## config.mk

```make
export PLATFORM = sky130hd
export DESIGN_NAME = bsics_mul
export DESIGN_NICKNAME = d
export VERILOG_FILES = /design/src/hw/rtl/bsics_pkg.sv /design/src/hw/rtl/bsics_mul.sv
export SDC_FILE = /design/constraint.sdc
export NUM_CORES = 2
export LEC_CHECK = 0
export BUFFER_PORTS_ARGS = -buffer_cell sky130_fd_sc_hd__buf_2
export CAP_MARGIN = 0
export CORE_ASPECT_RATIO = 0.7
export CORE_MARGIN = 2
export CORE_UTILIZATION = 66
export CTS_BUF_LIST = sky130_fd_sc_hd__clkbuf_16
export CTS_CLUSTER_SIZE = 16
export DETAILED_ROUTE_END_ITERATION = 10
export GPL_ROUTABILITY_DRIVEN = 0
export PLACE_DENSITY = 0.81
export SETUP_SLACK_MARGIN = 0.05
export SYNTH_ARGS = -nofsm -noshare
export SYNTH_HDL_FRONTEND = slang
export SYNTH_SLANG_ARGS = --single-unit
```

## constraint.sdc

```tcl
create_clock -name clk -period 8.8 [get_ports clk]
set_input_delay 0.88 -clock clk [delete_from_list [all_inputs] [get_ports clk]]
set_output_delay 0.88 -clock clk [all_outputs]
set_load 0.03 [all_outputs]
```

## src/hw/rtl/bsics_pkg.sv

```systemverilog
// types, constants and helper functions for the binned spectrum sampler
// used by every module under hw/rtl; depends on nothing
`default_nettype none
package bsics_pkg;

  localparam int SPEC_DEPTH = 1024;
  localparam int RESP_DEPTH = 1024;
  localparam int SPEC_AW    = $clog2(SPEC_DEPTH);
  localparam int RESP_AW    = $clog2(RESP_DEPTH);
  localparam int CNT_W      = 11;
  localparam int CFG_IDX_W  = 1;
  localparam int CFG_DATA_W = 11;

  localparam logic [47:0] SAT48 = 48'hFFFF_FFFF_FFFF;

  localparam logic [CFG_IDX_W-1:0] REG_SPEC_COUNT = 1'd0;
  localparam logic [CFG_IDX_W-1:0] REG_RESP_COUNT = 1'd1;

  typedef enum logic [1:0] {
    CMD_LOAD_SPEC = 2'd0,
    CMD_LOAD_RESP = 2'd1,
    CMD_FOLD      = 2'd2,
    CMD_SAMPLE    = 2'd3
  } cmd_e;

  typedef enum logic [4:0] {
    S_IDLE,
    S_DISPATCH,
    S_FI_RD,
    S_FI_LAT,
    S_FJ_RD,
    S_FJ_OV,
    S_FJ_ACC,
    S_FI_MH,
    S_FI_ML,
    S_FI_RATE,
    S_SM_RD,
    S_SM_TOT,
    S_SM_M2,
    S_SM_TGT,
    S_SB_RD,
    S_SB_CMP,
    S_SE_RD,
    S_SE_LAT,
    S_SE_OUT
  } state_e;

  typedef struct packed {
    logic [1:0]  command;
    logic [9:0]  entry_index;
    logic [23:0] edge_low;
    logic [23:0] edge_high;
    logic [31:0] bin_weight;
    logic [23:0] uniform_pick;
    logic [23:0] uniform_spread;
  } item_t;

  typedef struct packed {
    logic [23:0] photon_energy;
    logic [9:0]  chosen_bin;
    logic [47:0] total_rate;
    logic        result_status;
  } result_t;

  typedef struct packed {
    logic [23:0] low;
    logic [23:0] high;
    logic [31:0] weight;
  } bin_entry_t;

  typedef struct packed {
    logic               spec_we;
    logic [SPEC_AW-1:0] spec_addr;
    bin_entry_t         spec_wdata;
    logic               resp_we;
    logic [RESP_AW-1:0] resp_addr;
    bin_entry_t         resp_wdata;
    logic               cum_we;
    logic [SPEC_AW-1:0] cum_addr;
    logic [47:0]        cum_wdata;
  } store_req_t;

  // zero acts as one, anything above the depth acts as the depth
  function automatic logic [CNT_W-1:0] eff_count(input logic [CNT_W-1:0] c,
                                                 input logic [CNT_W-1:0] depth);
    logic [CNT_W-1:0] r;
    r = c;
    if (c == '0) r = {{(CNT_W-1){1'b0}}, 1'b1};
    else if (c > depth) r = depth;
    return r;
  endfunction

  function automatic logic [47:0] sat48(input logic [49:0] v);
    logic [47:0] r;
    r = v[47:0];
    if (v[49:48] != 2'b00) r = SAT48;
    return r;
  endfunction

endpackage
`default_nettype wire

```

## src/hw/rtl/bsics_mul.sv

```systemverilog
// shared 32x32 unsigned multiplier with registered product
// depends on bsics_pkg
`default_nettype none
module bsics_mul (
  input  wire logic        clk,
  input  wire logic [31:0] op_a,
  input  wire logic [31:0] op_b,
  output logic      [63:0] product
);
  import bsics_pkg::*;

  always_ff @(posedge clk) begin
    product <= {32'd0, op_a} * {32'd0, op_b};
  end

endmodule
`default_nettype wire

```

==> metrics.log <==
INFO  metric die_y = 196 um
INFO  metric area_taken_by_multi_input_logic_gates = 29300 um^2
INFO  metric start_util = 0.667
INFO  metric upper_clock_frequency_limit = 0.119 GHz
INFO  metric worst_path_max_delay_cell = sky130_fd_sc_hd__fa_1
INFO  metric grt_setup_unrepaired = no
INFO  metric number_of_global_route_vias_before_repair = 26814
INFO  metric total_routed_length = 95.1 mm
INFO  metric worst_hold_path_type = in2reg
INFO  metric largest_register_ffs = 64
INFO  metric fin_crit = 8420 ps
INFO  metric std_cell_rows = 70
INFO  metric synth_cell_type_count = 57
INFO  metric finalHoldViolCount = 0
INFO  metric routedWlPerCell = 21.5 um
INFO  metric route.vias.total = 25186
INFO  metric ys_ff_latch = 64
INFO  metric flow.area_growth_from_synthesis = 4.08%
INFO  metric grt_pass1_wl = 154 mm
INFO  metric crit_path_max_fanout = 28
INFO  metric worst_pin_slew = 740 ps
INFO  metric most_instantiated_flip_flop_cell_in_the_synthesis_netlist = sky130_fd_sc_hd__dfxtp_1
INFO  metric count_of_flip_flops_with_a_built_in_enable_after_synthesis = 0
INFO  metric synth.top_cells.by_area = sky130_fd_sc_hd__fa_1 (52%), sky130_fd_sc_hd__and2_1 (11%), sky130_fd_sc_hd__ha_1 (9.5%)
INFO  metric final_cell_area = 36100 um^2
INFO  metric path_buf_inv = 6
INFO  metric setup.worst_path.class = in2reg
INFO  metric drv_cap = 0
INFO  metric boundaryPins = 129
INFO  metric cts_num_sinks = 64
INFO  metric clk_transition_reported_paths = 60 ps
INFO  metric cell_occurring_most_often_along_the_worst_timing_path = sky130_fd_sc_hd__fa_1
INFO  metric synth_cells = 3748
INFO  metric ctsRootBufferMaster = sky130_fd_sc_hd__clkbuf_16
INFO  metric totalNegativeSetupSlack = 0 ps
INFO  metric timing.final.setup_violations = 0
INFO  metric aggregate_global_route_resource_usage = 0.373
INFO  metric die_width = 278 um
INFO  metric fin_crit_sh = 0.956
INFO  metric numCtsBuffers = 9
INFO  metric layout-drive-gt1-share = 0.0579
INFO  metric core_region_area = 52000 um^2
INFO  metric first_pass_iters = 6
INFO  metric syn_nets = 4972
INFO  metric tritoncts = built
INFO  metric grt-ovfl-total = 0
INFO  metric detailed_place_hpwl = 79.4 mm
INFO  metric timing_max_transition_violations_final = 0
INFO  metric worstSetupEndpointType = flip-flop
INFO  metric max-clock-path-buffers = 2
INFO  metric worst_hold_slack_after_final_layout = 1190 ps
INFO  metric route.antenna.remaining_nets = 0
INFO  metric cts_max_level = 3
INFO  metric relative_slew_slack = 0.507
INFO  metric worst_hold_path.endpoint = product[0]
INFO  metric drtIter0Drc = 2405
INFO  metric synth_most_common_cell = sky130_fd_sc_hd__fa_1
INFO  metric synth_seq_area_share = 0.0369
INFO  metric vias_per_cell = 5.70
INFO  metric syn_area_per_cell = 9.25 um^2
INFO  metric worst_setup_path_start_kind = input pin
INFO  metric yosys_warnings = 0
INFO  metric nets = 4948
INFO  metric place.port_buffers = 128
INFO  metric critPathRequiredTime = 9070 ps
INFO  metric worst_ep_arrival_time = 8690 ps
INFO  metric post_cts_hold_buffer_count = 0
INFO  metric place_area = 35800 um^2
INFO  metric grt_antenna_before_repair = 6
INFO  metric finalCoreUtilization = 0.694
INFO  metric ys_async_sr_fraction = 0
INFO  metric holdCritStartpoint = op_b[0]
INFO  metric post_synthesis_cell_area = 34700 um^2
INFO  metric die-area = 54400 um^2
INFO  metric synth_top_area_share = 0.517
INFO  metric register_name_with_the_most_flops = product
INFO  metric status = completed
INFO  metric synth_commonest_cells = sky130_fd_sc_hd__fa_1 (896), sky130_fd_sc_hd__inv_1 (865), sky130_fd_sc_hd__and2_1 (602), sky130_fd_sc_hd__nand2_1 (480), sky130_fd_sc_hd__ha_1 (263)
INFO  metric nFillCells = 3928
INFO  metric timing.hold.worst_path_depth = 2
INFO  metric netlist.top_cell.by_area = sky130_fd_sc_hd__fa_1
INFO  metric critical_path.max_stage_delay = 630 ps
INFO  metric worst_path_dominant_cell_family = adder cells
INFO  metric cell_breakdown_of_the_critical_path = buf_2 > nand2_1 > fa_1 > inv_1 > fa_1 > inv_1 > fa_1 > inv_1 > fa_1 > fa_1 > fa_1 > fa_1 > inv_1 > fa_1 > inv_1 > ha_1 > nand4_1 > or4_1 > or3_1 > a31oi_1 > a31o_2 > a211oi_1 > o21ai_1 > xor2_1
INFO  metric post_route_drc = 0
INFO  metric grt_start_max_net_pins = 33
INFO  metric ff_latch_area = 1280 um^2
INFO  metric top_regs = product (64)
metal layers:
layer	global-route usage	vias up	share of wire
li1	-	10799	-
met1	0.564	12621	0.42
met2	0.480	1655	0.38
met3	0.201	107	0.19
met4	0.0521	4	0.013
met5	0	-	0.00026
worst max-delay path by stage:
stage,to,from,slack [ps],cells past startpoint
5_1_grt,product[62],op_b[6],60,24
6_report,product[62],op_b[10],380,24
2_1_floorplan,product[62],op_a[25],1170,25
3_5_place_dp,product[62],op_b[11],100,24
4_1_cts,product[62],op_b[11],400,24
3_3_place_gp,product[62],op_b[8],190,24
placed cells by master (no fill, tap or decap), types with 12 or more instances in the layout:
master                      n
sky130_fd_sc_hd__xor2_1    25
sky130_fd_sc_hd__inv_1    865
sky130_fd_sc_hd__dfxtp_1   64
sky130_fd_sc_hd__xnor2_1   35
sky130_fd_sc_hd__a21o_1    40
sky130_fd_sc_hd__and2_1   602
sky130_fd_sc_hd__ha_1     263
sky130_fd_sc_hd__a21oi_1   63
sky130_fd_sc_hd__o21ai_0   21
sky130_fd_sc_hd__buf_4     57
sky130_fd_sc_hd__nand2_1  480
sky130_fd_sc_hd__nor2_1    20
sky130_fd_sc_hd__a31oi_1   12
sky130_fd_sc_hd__buf_2    126
sky130_fd_sc_hd__fa_1     896
sky130_fd_sc_hd__and3_1    14
sky130_fd_sc_hd__nand4_1   23
per-stage QoR:
stage,cells,worst slack (ps)
finish,4416,383
global route,4415,63.6
CTS,4412,402
detailed placement,4397,98.6
global placement,4397,192
floorplan,3748,1170
kinds of logic after synthesis:
logic type,share of synthesized area
muxes,0.000289
buffers and inverters,0.118
AOI/OAI and AO/OA,0.0415
adders and majority gates,0.612
xor gates and xnor gates,0.0152
and+or+nand+nor,0.176
DFF,0.0369
final cells by class:
class	instances	share of cell area
clock buffers	9	0.00624
repair buffers	185	0.0297
inverters	865	0.0900
diodes	4	0.000277
multi-input cells	2599	0.812
clock inverters	6	0.00236
flip-flops and latches	64	0.0355
well taps	684	0.0237
repair_timing:
| action | in CTS | in global routing |
|---|---|---|
| setup endpoints to repair | 0 | 1 |
| buffers inserted | 0 | 0 |
| resized for setup | 0 | 2 |
Power is left out: the tool's default activity adds up to more than one toggle a clock period on the data nets, which glitch-free logic cannot reach.
