--- config.mk ---
export PLATFORM = sky130hd
export DESIGN_NAME = bsics_ctrl
export DESIGN_NICKNAME = d
export VERILOG_FILES = /design/src/hw/rtl/bsics_pkg.sv /design/src/hw/rtl/bsics_ctrl.sv
export SDC_FILE = /design/constraint.sdc
export NUM_CORES = 2
export LEC_CHECK = 0
export ABC_AREA = 1
export CAP_MARGIN = 30
export CORE_AREA = 2 2 399 401
export CTS_BUF_LIST = sky130_fd_sc_hd__clkbuf_8
export DETAILED_ROUTE_END_ITERATION = 7
export DIE_AREA = 0 0 401 403
export DONT_BUFFER_PORTS = 1
export GPL_TIMING_DRIVEN = 0
export PLACE_DENSITY = 0.53
export SETUP_SLACK_MARGIN = 0.4
export SYNTH_ARGS = -nofsm -noshare
export SYNTH_HDL_FRONTEND = slang
export SYNTH_SLANG_ARGS = --single-unit
--- constraint.sdc ---
create_clock -name clk -period 7.4 [get_ports clk]
set_input_delay 0.74 -clock clk [delete_from_list [all_inputs] [get_ports clk]]
set_output_delay 0.74 -clock clk [all_outputs]
set_load 0.05 [all_outputs]
--- src/hw/rtl/bsics_pkg.sv ---
// types, constants and helper functions for the binned spectrum sampler
// used by every module under hw/rtl; depends on nothing
`default_nettype none
package bsics_pkg;

  localparam int SPEC_DEPTH = 1024;
  localparam int RESP_DEPTH = 1024;
  localparam int SPEC_AW    = $clog2(SPEC_DEPTH);
  localparam int RESP_AW    = $clog2(RESP_DEPTH);
  localparam int CNT_W      = 11;
  localparam int CFG_IDX_W  = 1;
  localparam int CFG_DATA_W = 11;

  localparam logic [47:0] SAT48 = 48'hFFFF_FFFF_FFFF;

  localparam logic [CFG_IDX_W-1:0] REG_SPEC_COUNT = 1'd0;
  localparam logic [CFG_IDX_W-1:0] REG_RESP_COUNT = 1'd1;

  typedef enum logic [1:0] {
    CMD_LOAD_SPEC = 2'd0,
    CMD_LOAD_RESP = 2'd1,
    CMD_FOLD      = 2'd2,
    CMD_SAMPLE    = 2'd3
  } cmd_e;

  typedef enum logic [4:0] {
    S_IDLE,
    S_DISPATCH,
    S_FI_RD,
    S_FI_LAT,
    S_FJ_RD,
    S_FJ_OV,
    S_FJ_ACC,
    S_FI_MH,
    S_FI_ML,
    S_FI_RATE,
    S_SM_RD,
    S_SM_TOT,
    S_SM_M2,
    S_SM_TGT,
    S_SB_RD,
    S_SB_CMP,
    S_SE_RD,
    S_SE_LAT,
    S_SE_OUT
  } state_e;

  typedef struct packed {
    logic [1:0]  command;
    logic [9:0]  entry_index;
    logic [23:0] edge_low;
    logic [23:0] edge_high;
    logic [31:0] bin_weight;
    logic [23:0] uniform_pick;
    logic [23:0] uniform_spread;
  } item_t;

  typedef struct packed {
    logic [23:0] photon_energy;
    logic [9:0]  chosen_bin;
    logic [47:0] total_rate;
    logic        result_status;
  } result_t;

  typedef struct packed {
    logic [23:0] low;
    logic [23:0] high;
    logic [31:0] weight;
  } bin_entry_t;

  typedef struct packed {
    logic               spec_we;
    logic [SPEC_AW-1:0] spec_addr;
    bin_entry_t         spec_wdata;
    logic               resp_we;
    logic [RESP_AW-1:0] resp_addr;
    bin_entry_t         resp_wdata;
    logic               cum_we;
    logic [SPEC_AW-1:0] cum_addr;
    logic [47:0]        cum_wdata;
  } store_req_t;

  // zero acts as one, anything above the depth acts as the depth
  function automatic logic [CNT_W-1:0] eff_count(input logic [CNT_W-1:0] c,
                                                 input logic [CNT_W-1:0] depth);
    logic [CNT_W-1:0] r;
    r = c;
    if (c == '0) r = {{(CNT_W-1){1'b0}}, 1'b1};
    else if (c > depth) r = depth;
    return r;
  endfunction

  function automatic logic [47:0] sat48(input logic [49:0] v);
    logic [47:0] r;
    r = v[47:0];
    if (v[49:48] != 2'b00) r = SAT48;
    return r;
  endfunction

endpackage
`default_nettype wire

--- src/hw/rtl/bsics_ctrl.sv ---
// sequencer and datapath registers: load, fold walk, search and interpolation
// depends on bsics_pkg; drives bsics_store and bsics_mul
`default_nettype none
module bsics_ctrl (
  input  wire logic                             clk,
  input  wire logic                             rst,
  input  wire logic                             start,
  output logic                                  busy,
  input  wire bsics_pkg::item_t                 item,
  output logic                                  done,
  output bsics_pkg::result_t                    result,
  input  wire logic                             cfg_we,
  input  wire logic [bsics_pkg::CFG_IDX_W-1:0]  cfg_index,
  input  wire logic [bsics_pkg::CFG_DATA_W-1:0] cfg_data,
  output bsics_pkg::store_req_t                 req,
  input  wire bsics_pkg::bin_entry_t            spec_rdata,
  input  wire bsics_pkg::bin_entry_t            resp_rdata,
  input  wire logic [47:0]                      cum_rdata,
  output logic [31:0]                           mul_a,
  output logic [31:0]                           mul_b,
  input  wire logic [63:0]                      mul_p
);
  import bsics_pkg::*;

  state_e state, state_next;

  logic [CNT_W-1:0] spec_cnt, resp_cnt;
  logic [CNT_W-1:0] n_eff, m_eff;
  logic [SPEC_AW-1:0] n_last;
  logic [RESP_AW-1:0] m_last;

  item_t cur;
  logic [SPEC_AW-1:0] i, i_next, lower, lower_next, upper, upper_next, mid, mid_next;
  logic [RESP_AW-1:0] j, j_next;
  logic [23:0] sl, sl_next, sh, sh_next;
  logic [31:0] flux, flux_next;
  logic [47:0] sum, sum_next, run, run_next, ph, ph_next, total, total_next;
  logic [48:0] target, target_next;
  logic        inv, inv_next;
  logic        done_next;
  result_t     result_next;

  // datapath temporaries
  logic [23:0] ov_lo, ov_hi, ov_w, diff, interp;
  logic        ov_ok;
  logic [48:0] rate_sum;
  logic [47:0] rate, run_new, sum_new;
  logic        load_ok;
  logic [SPEC_AW:0] mid_sum;
  logic        cum_below;

  assign n_eff  = eff_count(spec_cnt, CNT_W'(SPEC_DEPTH));
  assign m_eff  = eff_count(resp_cnt, CNT_W'(RESP_DEPTH));
  assign n_last = SPEC_AW'(n_eff - 1'b1);
  assign m_last = RESP_AW'(m_eff - 1'b1);
  assign busy   = (state != S_IDLE);

  always_comb begin
    ov_lo    = (resp_rdata.low > sl) ? resp_rdata.low : sl;
    ov_hi    = (resp_rdata.high < sh) ? resp_rdata.high : sh;
    ov_ok    = (resp_rdata.low < sh) && (resp_rdata.high > sl) && (ov_hi > ov_lo);
    ov_w     = ov_ok ? (ov_hi - ov_lo) : 24'd0;
    sum_new  = sat48({2'b00, sum} + {6'd0, mul_p[55:12]});
    rate_sum = {1'b0, ph[31:0], 16'd0} + {1'b0, mul_p[63:16]};
    rate     = (ph[47:32] != 16'd0) ? SAT48 : sat48({1'b0, rate_sum});
    run_new  = sat48({2'b00, run} + {2'b00, rate});
    diff     = (spec_rdata.high >= spec_rdata.low) ? (spec_rdata.high - spec_rdata.low)
                                                   : (spec_rdata.low - spec_rdata.high);
    interp   = inv ? (sl - mul_p[47:24]) : (sl + mul_p[47:24]);
    mid_sum  = {1'b0, lower} + {1'b0, upper};
    cum_below = ({1'b0, cum_rdata} < target);
    load_ok  = (cur.command == CMD_LOAD_SPEC) ? ({1'b0, cur.entry_index} < n_eff)
                                              : ({1'b0, cur.entry_index} < m_eff);
  end

  // next state
  always_comb begin
    state_next = state;
    case (state)
      S_IDLE:     if (start) state_next = S_DISPATCH;
      S_DISPATCH: begin
        case (cur.command)
          CMD_FOLD:   state_next = S_FI_RD;
          CMD_SAMPLE: state_next = S_SM_RD;
          default:    state_next = S_IDLE;
        endcase
      end
      S_FI_RD:    state_next = S_FI_LAT;
      S_FI_LAT:   state_next = S_FJ_RD;
      S_FJ_RD:    state_next = S_FJ_OV;
      S_FJ_OV:    state_next = S_FJ_ACC;
      S_FJ_ACC:   state_next = (j == m_last) ? S_FI_MH : S_FJ_RD;
      S_FI_MH:    state_next = S_FI_ML;
      S_FI_ML:    state_next = S_FI_RATE;
      S_FI_RATE:  state_next = (i == n_last) ? S_IDLE : S_FI_RD;
      S_SM_RD:    state_next = S_SM_TOT;
      S_SM_TOT:   state_next = S_SM_M2;
      S_SM_M2:    state_next = S_SM_TGT;
      S_SM_TGT:   state_next = (n_last != '0) ? S_SB_RD : S_SE_RD;
      S_SB_RD:    state_next = S_SB_CMP;
      S_SB_CMP:   state_next = (upper_next > lower_next) ? S_SB_RD : S_SE_RD;
      S_SE_RD:    state_next = S_SE_LAT;
      S_SE_LAT:   state_next = S_SE_OUT;
      S_SE_OUT:   state_next = S_IDLE;
      default:    state_next = S_IDLE;
    endcase
  end

  // datapath and outputs
  always_comb begin
    i_next      = i;
    j_next      = j;
    lower_next  = lower;
    upper_next  = upper;
    mid_next    = mid;
    sl_next     = sl;
    sh_next     = sh;
    flux_next   = flux;
    sum_next    = sum;
    run_next    = run;
    ph_next     = ph;
    total_next  = total;
    target_next = target;
    inv_next    = inv;
    done_next   = 1'b0;
    result_next = result;
    mul_a       = 32'd0;
    mul_b       = 32'd0;
    req             = '0;
    req.spec_addr   = cur.entry_index;
    req.resp_addr   = cur.entry_index;
    req.cum_addr    = i;
    req.spec_wdata  = '{low: cur.edge_low, high: cur.edge_high, weight: cur.bin_weight};
    req.resp_wdata  = '{low: cur.edge_low, high: cur.edge_high, weight: cur.bin_weight};
    req.cum_wdata   = run_new;
    case (state)
      S_DISPATCH: begin
        i_next   = '0;
        run_next = '0;
        if (cur.command == CMD_LOAD_SPEC || cur.command == CMD_LOAD_RESP) begin
          req.spec_we = load_ok && (cur.command == CMD_LOAD_SPEC);
          req.resp_we = load_ok && (cur.command == CMD_LOAD_RESP);
          done_next   = 1'b1;
          result_next = '{photon_energy: 24'd0, chosen_bin: 10'd0, total_rate: 48'd0,
                          result_status: !load_ok};
        end
      end
      S_FI_RD:  req.spec_addr = i;
      S_FI_LAT: begin
        sl_next   = spec_rdata.low;
        sh_next   = spec_rdata.high;
        flux_next = spec_rdata.weight;
        sum_next  = '0;
        j_next    = '0;
      end
      S_FJ_RD: req.resp_addr = j;
      S_FJ_OV: begin
        mul_a = resp_rdata.weight;
        mul_b = {8'd0, ov_w};
      end
      S_FJ_ACC: begin
        sum_next = sum_new;
        j_next   = j + 1'b1;
      end
      S_FI_MH: begin
        mul_a = flux;
        mul_b = {16'd0, sum[47:32]};
      end
      S_FI_ML: begin
        ph_next = mul_p[47:0];
        mul_a   = flux;
        mul_b   = sum[31:0];
      end
      S_FI_RATE: begin
        req.cum_we = 1'b1;
        run_next   = run_new;
        i_next     = i + 1'b1;
        if (i == n_last) begin
          done_next   = 1'b1;
          result_next = '{photon_energy: 24'd0, chosen_bin: 10'd0, total_rate: run_new,
                          result_status: 1'b0};
        end
      end
      S_SM_RD: req.cum_addr = n_last;
      S_SM_TOT: begin
        total_next = cum_rdata;
        mul_a      = {8'd0, cur.uniform_pick};
        mul_b      = {8'd0, cum_rdata[47:24]};
      end
      S_SM_M2: begin
        ph_next = mul_p[47:0];
        mul_a   = {8'd0, cur.uniform_pick};
        mul_b   = {8'd0, total[23:0]};
      end
      S_SM_TGT: begin
        target_next = {1'b0, ph} + {25'd0, mul_p[47:24]};
        lower_next  = '0;
        upper_next  = n_last;
      end
      S_SB_RD: begin
        mid_next     = mid_sum[SPEC_AW:1];
        req.cum_addr = mid_sum[SPEC_AW:1];
      end
      S_SB_CMP: begin
        if (cum_below) lower_next = mid + 1'b1;
        else upper_next = mid;
      end
      S_SE_RD: req.spec_addr = lower;
      S_SE_LAT: begin
        sl_next  = spec_rdata.low;
        inv_next = (spec_rdata.high < spec_rdata.low);
        mul_a    = {8'd0, cur.uniform_spread};
        mul_b    = {8'd0, diff};
      end
      S_SE_OUT: begin
        done_next   = 1'b1;
        result_next = '{photon_energy: interp, chosen_bin: lower, total_rate: total,
                        result_status: 1'b0};
      end
      default: ;
    endcase
  end

  always_ff @(posedge clk) begin
    if (rst) begin
      state    <= S_IDLE;
      done     <= 1'b0;
      spec_cnt <= CNT_W'(1);
      resp_cnt <= CNT_W'(1);
    end else begin
      state <= state_next;
      done  <= done_next;
      if (cfg_we && cfg_index == REG_SPEC_COUNT) spec_cnt <= cfg_data;
      if (cfg_we && cfg_index == REG_RESP_COUNT) resp_cnt <= cfg_data;
    end
  end

  always_ff @(posedge clk) begin
    if (state == S_IDLE && start) cur <= item;
    i      <= i_next;
    j      <= j_next;
    lower  <= lower_next;
    upper  <= upper_next;
    mid    <= mid_next;
    sl     <= sl_next;
    sh     <= sh_next;
    flux   <= flux_next;
    sum    <= sum_next;
    run    <= run_next;
    ph     <= ph_next;
    total  <= total_next;
    target <= target_next;
    inv    <= inv_next;
    result <= result_next;
  end

endmodule
`default_nettype wire
==> out/summary.txt <==
Critical Path Start Type: register
Max Cap Violations: 0
Slew headroom: 0.3064
Pleak: 25.20 nW
PnR Total Power: 14.76 mW
count of flip-flops with a built-in enable after synthesis: 575
CTS root buffer: clkbuf_8
Core Area: 157500 sq um
Routed WL: 219100 um
CTS tree: built
top-level I/O count: 818
critical path class: reg -> out
Synth area leader: edfxtp_1
Synth Register Bits: 623
CP arrival: 5.96 ns
RSZ-0062 raised after global routing: false
CP max-delay cell: fa_1
overall global routing resource usage: 0.2607
Cells after DPL: 7991
Syn Area/Cell: 8.024 sq um
H-tree depth: 3
YS warnings: 0
library cells used by synthesis: 65
Area Growth Syn to Fin: 21.43%
clk_lat worst skew: 0.89 ns
DR WL/cell: 25.58 um
clk sinks: 623
CTS buffer count: 116
max frequency: 149.2 MHz
Initial DRC Count: 4154
setup_tns: 0 ns
Nets: 7237
Critical Path Most Common Cell: nand2_1
Final Wtd Congestion: 0.9885
crit-path max FO: 10
gr ovfl total: 0
element type at the critical path end: output port
Max clock buf depth: 3
Slew Limit Fails: 0
vias in the first global route: 42.97k
Post-Syn Nets: 6721
top cells by area, synth: edfxtp_1 37%, ha_1 11%, nand2_1 9.4%
Via Count: 44.88k
vias per inst: 5.239
period utilisation layout: 0.9057
Setup-failing EPs final: 0
Worst Clk Skew: 0.07204 ns
WP data required: 6.66 ns
non-filler cells, final: 8566
worst vdd ir: 309.3 uV
TritonRoute pass-1 iters: 5
Buffers on Ports: 0
post-detail-place hpwl: 177200 um
first-pass GRT wire length: 305700 um
Die Y: 403 um
commonest non-fill, non-tap cell in the layout: nand2_1
die extent in x: 401 um
Power Density: 258.7 nW/um^2
Post-Syn Area: 47000 sq um
Synth Flop Type: edfxtp_1
sequential share of the synthesized area: 0.3879
share of post-route cells with drive strength above 1: 0.09915
DRT antenna net count: 0
Tmin final: 6.702 ns
Worst Hold Class: in -> reg
clk slew on worst S/H paths: 0.07 ns
Hold Vio Cnt, Final: 0
Initial Util: 0.2984
commonest non-fill, non-tap cells in the layout: 1153 x nand2_1, 853 x inv_1, 575 x edfxtp_1
Cell Rows: 146
Mapped Cells: 5857
worst slew pin tran: 1.040 ns
outcome: complete, no violations
hold_ws: 0.09308 ns
asr flop ratio synth: 0
initial antenna violation count: 26
drt drc: 0
largest net degree at the start of global routing: 59
Die ar.: 161600 sq um
Synth top area share: 0.3674
max incr delay on CP: 0.44 ns
-- synth_stat cells (29+ instances only) --
cell type / count
edfxtp_1: 575
dfxtp_1: 48
a31oi_1: 58
nand4_1: 55
inv_1: 830
nor3_1: 82
o221ai_1: 29
xnor2_1: 61
xor2_1: 146
a21o_1: 35
o21bai_1: 37
ha_1: 427
a21oi_1: 466
buf_4: 174
nor4_1: 29
o21ai_0: 365
nand2_1: 1182
nand3_1: 333
clkbuf_1: 52
nor2_1: 528
-- state kept, by name (all words and copies together) (netlist names), 5 cells and up --
signal	count
req	80
target	49
upper	10
ph	48
sum	48
lower	10
spec_cnt	11
j	10
flux	32
i	10
total	48
resp_cnt	11
state	5
sh	24
run	48
sl	24
result	83
mid	10
cur	60
-- cell families (layout without fill, tap and decap cells) --
| family | Yosys count | count (layout) | synth area share |
|---|---|---|---|
| AO/OA/AOI/OAI | 1186 | 1186 | 0.1466 |
| XOR/XNOR | 207 | 207 | 0.03858 |
| adder cells (fa/ha/maj) | 436 | 436 | 0.1175 |
| buffers and inverters | 1108 | 1726 | 0.1040 |
| flip-flops | 623 | 623 | 0.3879 |
| other | 0 | 19 | 0 |
| AND/OR/NAND/NOR | 2297 | 2297 | 0.2054 |
-- final cells by class --
cell class | count | area [sq um]
sequential | 623 | 18230
buffer | 265 | 1783
tap | 2072 | 2592
clock inverter | 102 | 892.1
antenna | 19 | 47.55
fill | 16340 | 100400
timing repair buffer | 398 | 4141
clock buffer | 118 | 1624
multi-input combinational | 4126 | 24580
inverter | 843 | 3177
-- worst max-delay path, delay by kind of cell, from the launching register on --
kind            cells  cell delay (ns)
compound gates      8             1.23
simple gates       10             1.59
fa+ha+maj           3             0.96
buf+inv             4             0.94
flops               1             0.32
-- layer usage --
metal / global-route usage / share of wire
met1: 0.3348 / 0.42
met2: 0.4258 / 0.46
met3: 0.05159 / 0.079
met4: 0.1114 / 0.047
met5: 0 / 0.00026
-- report_power, final --
part           internal [mW]  leakage (nW)  switching (mW)
registers               4.44          5.75           0.562
clock network           2.06          1.36            1.72
logic                   1.67          18.1            4.32
total                   8.16          25.2            6.60
-- repair_timing --
| action | 4_1_cts | 5_1_grt |
|---|---|---|
| hold endpoints to repair | 339 | 0 |
| setup endpoints to repair | 72 | 72 |
| resized for setup | 125 | 35 |
| setup buffers | 0 | 5 |
| hold buffers | 328 | 0 |
| pin swaps | 3 | 9 |
-- stage by stage --
| stage | instance area, sq um | setup WS [ns] | utilization |
|---|---|---|---|
| after global routing | 57040 | 0.4026 | 0.3622 |
| after global placement | 49590 | -2.264 | 0.3149 |
| after detailed placement | 50440 | 0.4439 | 0.3203 |
| final | 57060 | 0.6980 | 0.3624 |
| after CTS | 56810 | 0.3807 | 0.3608 |
| after floorplan | 47000 | 1.535 | - |
-- worst paths after layout --
path / from / to / slack [ns] / cells past startpoint
setup / recovery: sh[1] / mul_b[17] / 0.70 / 25
hold / removal: cfg_data[8] / spec_cnt[8] / 0.09 / 2
hold reg to reg: resp_cnt[0] / resp_cnt[0] / 0.52 / 2
setup reg to reg: ph[0] / result[21] / 1.57 / 24
Power figures use the tool's default switching activity.
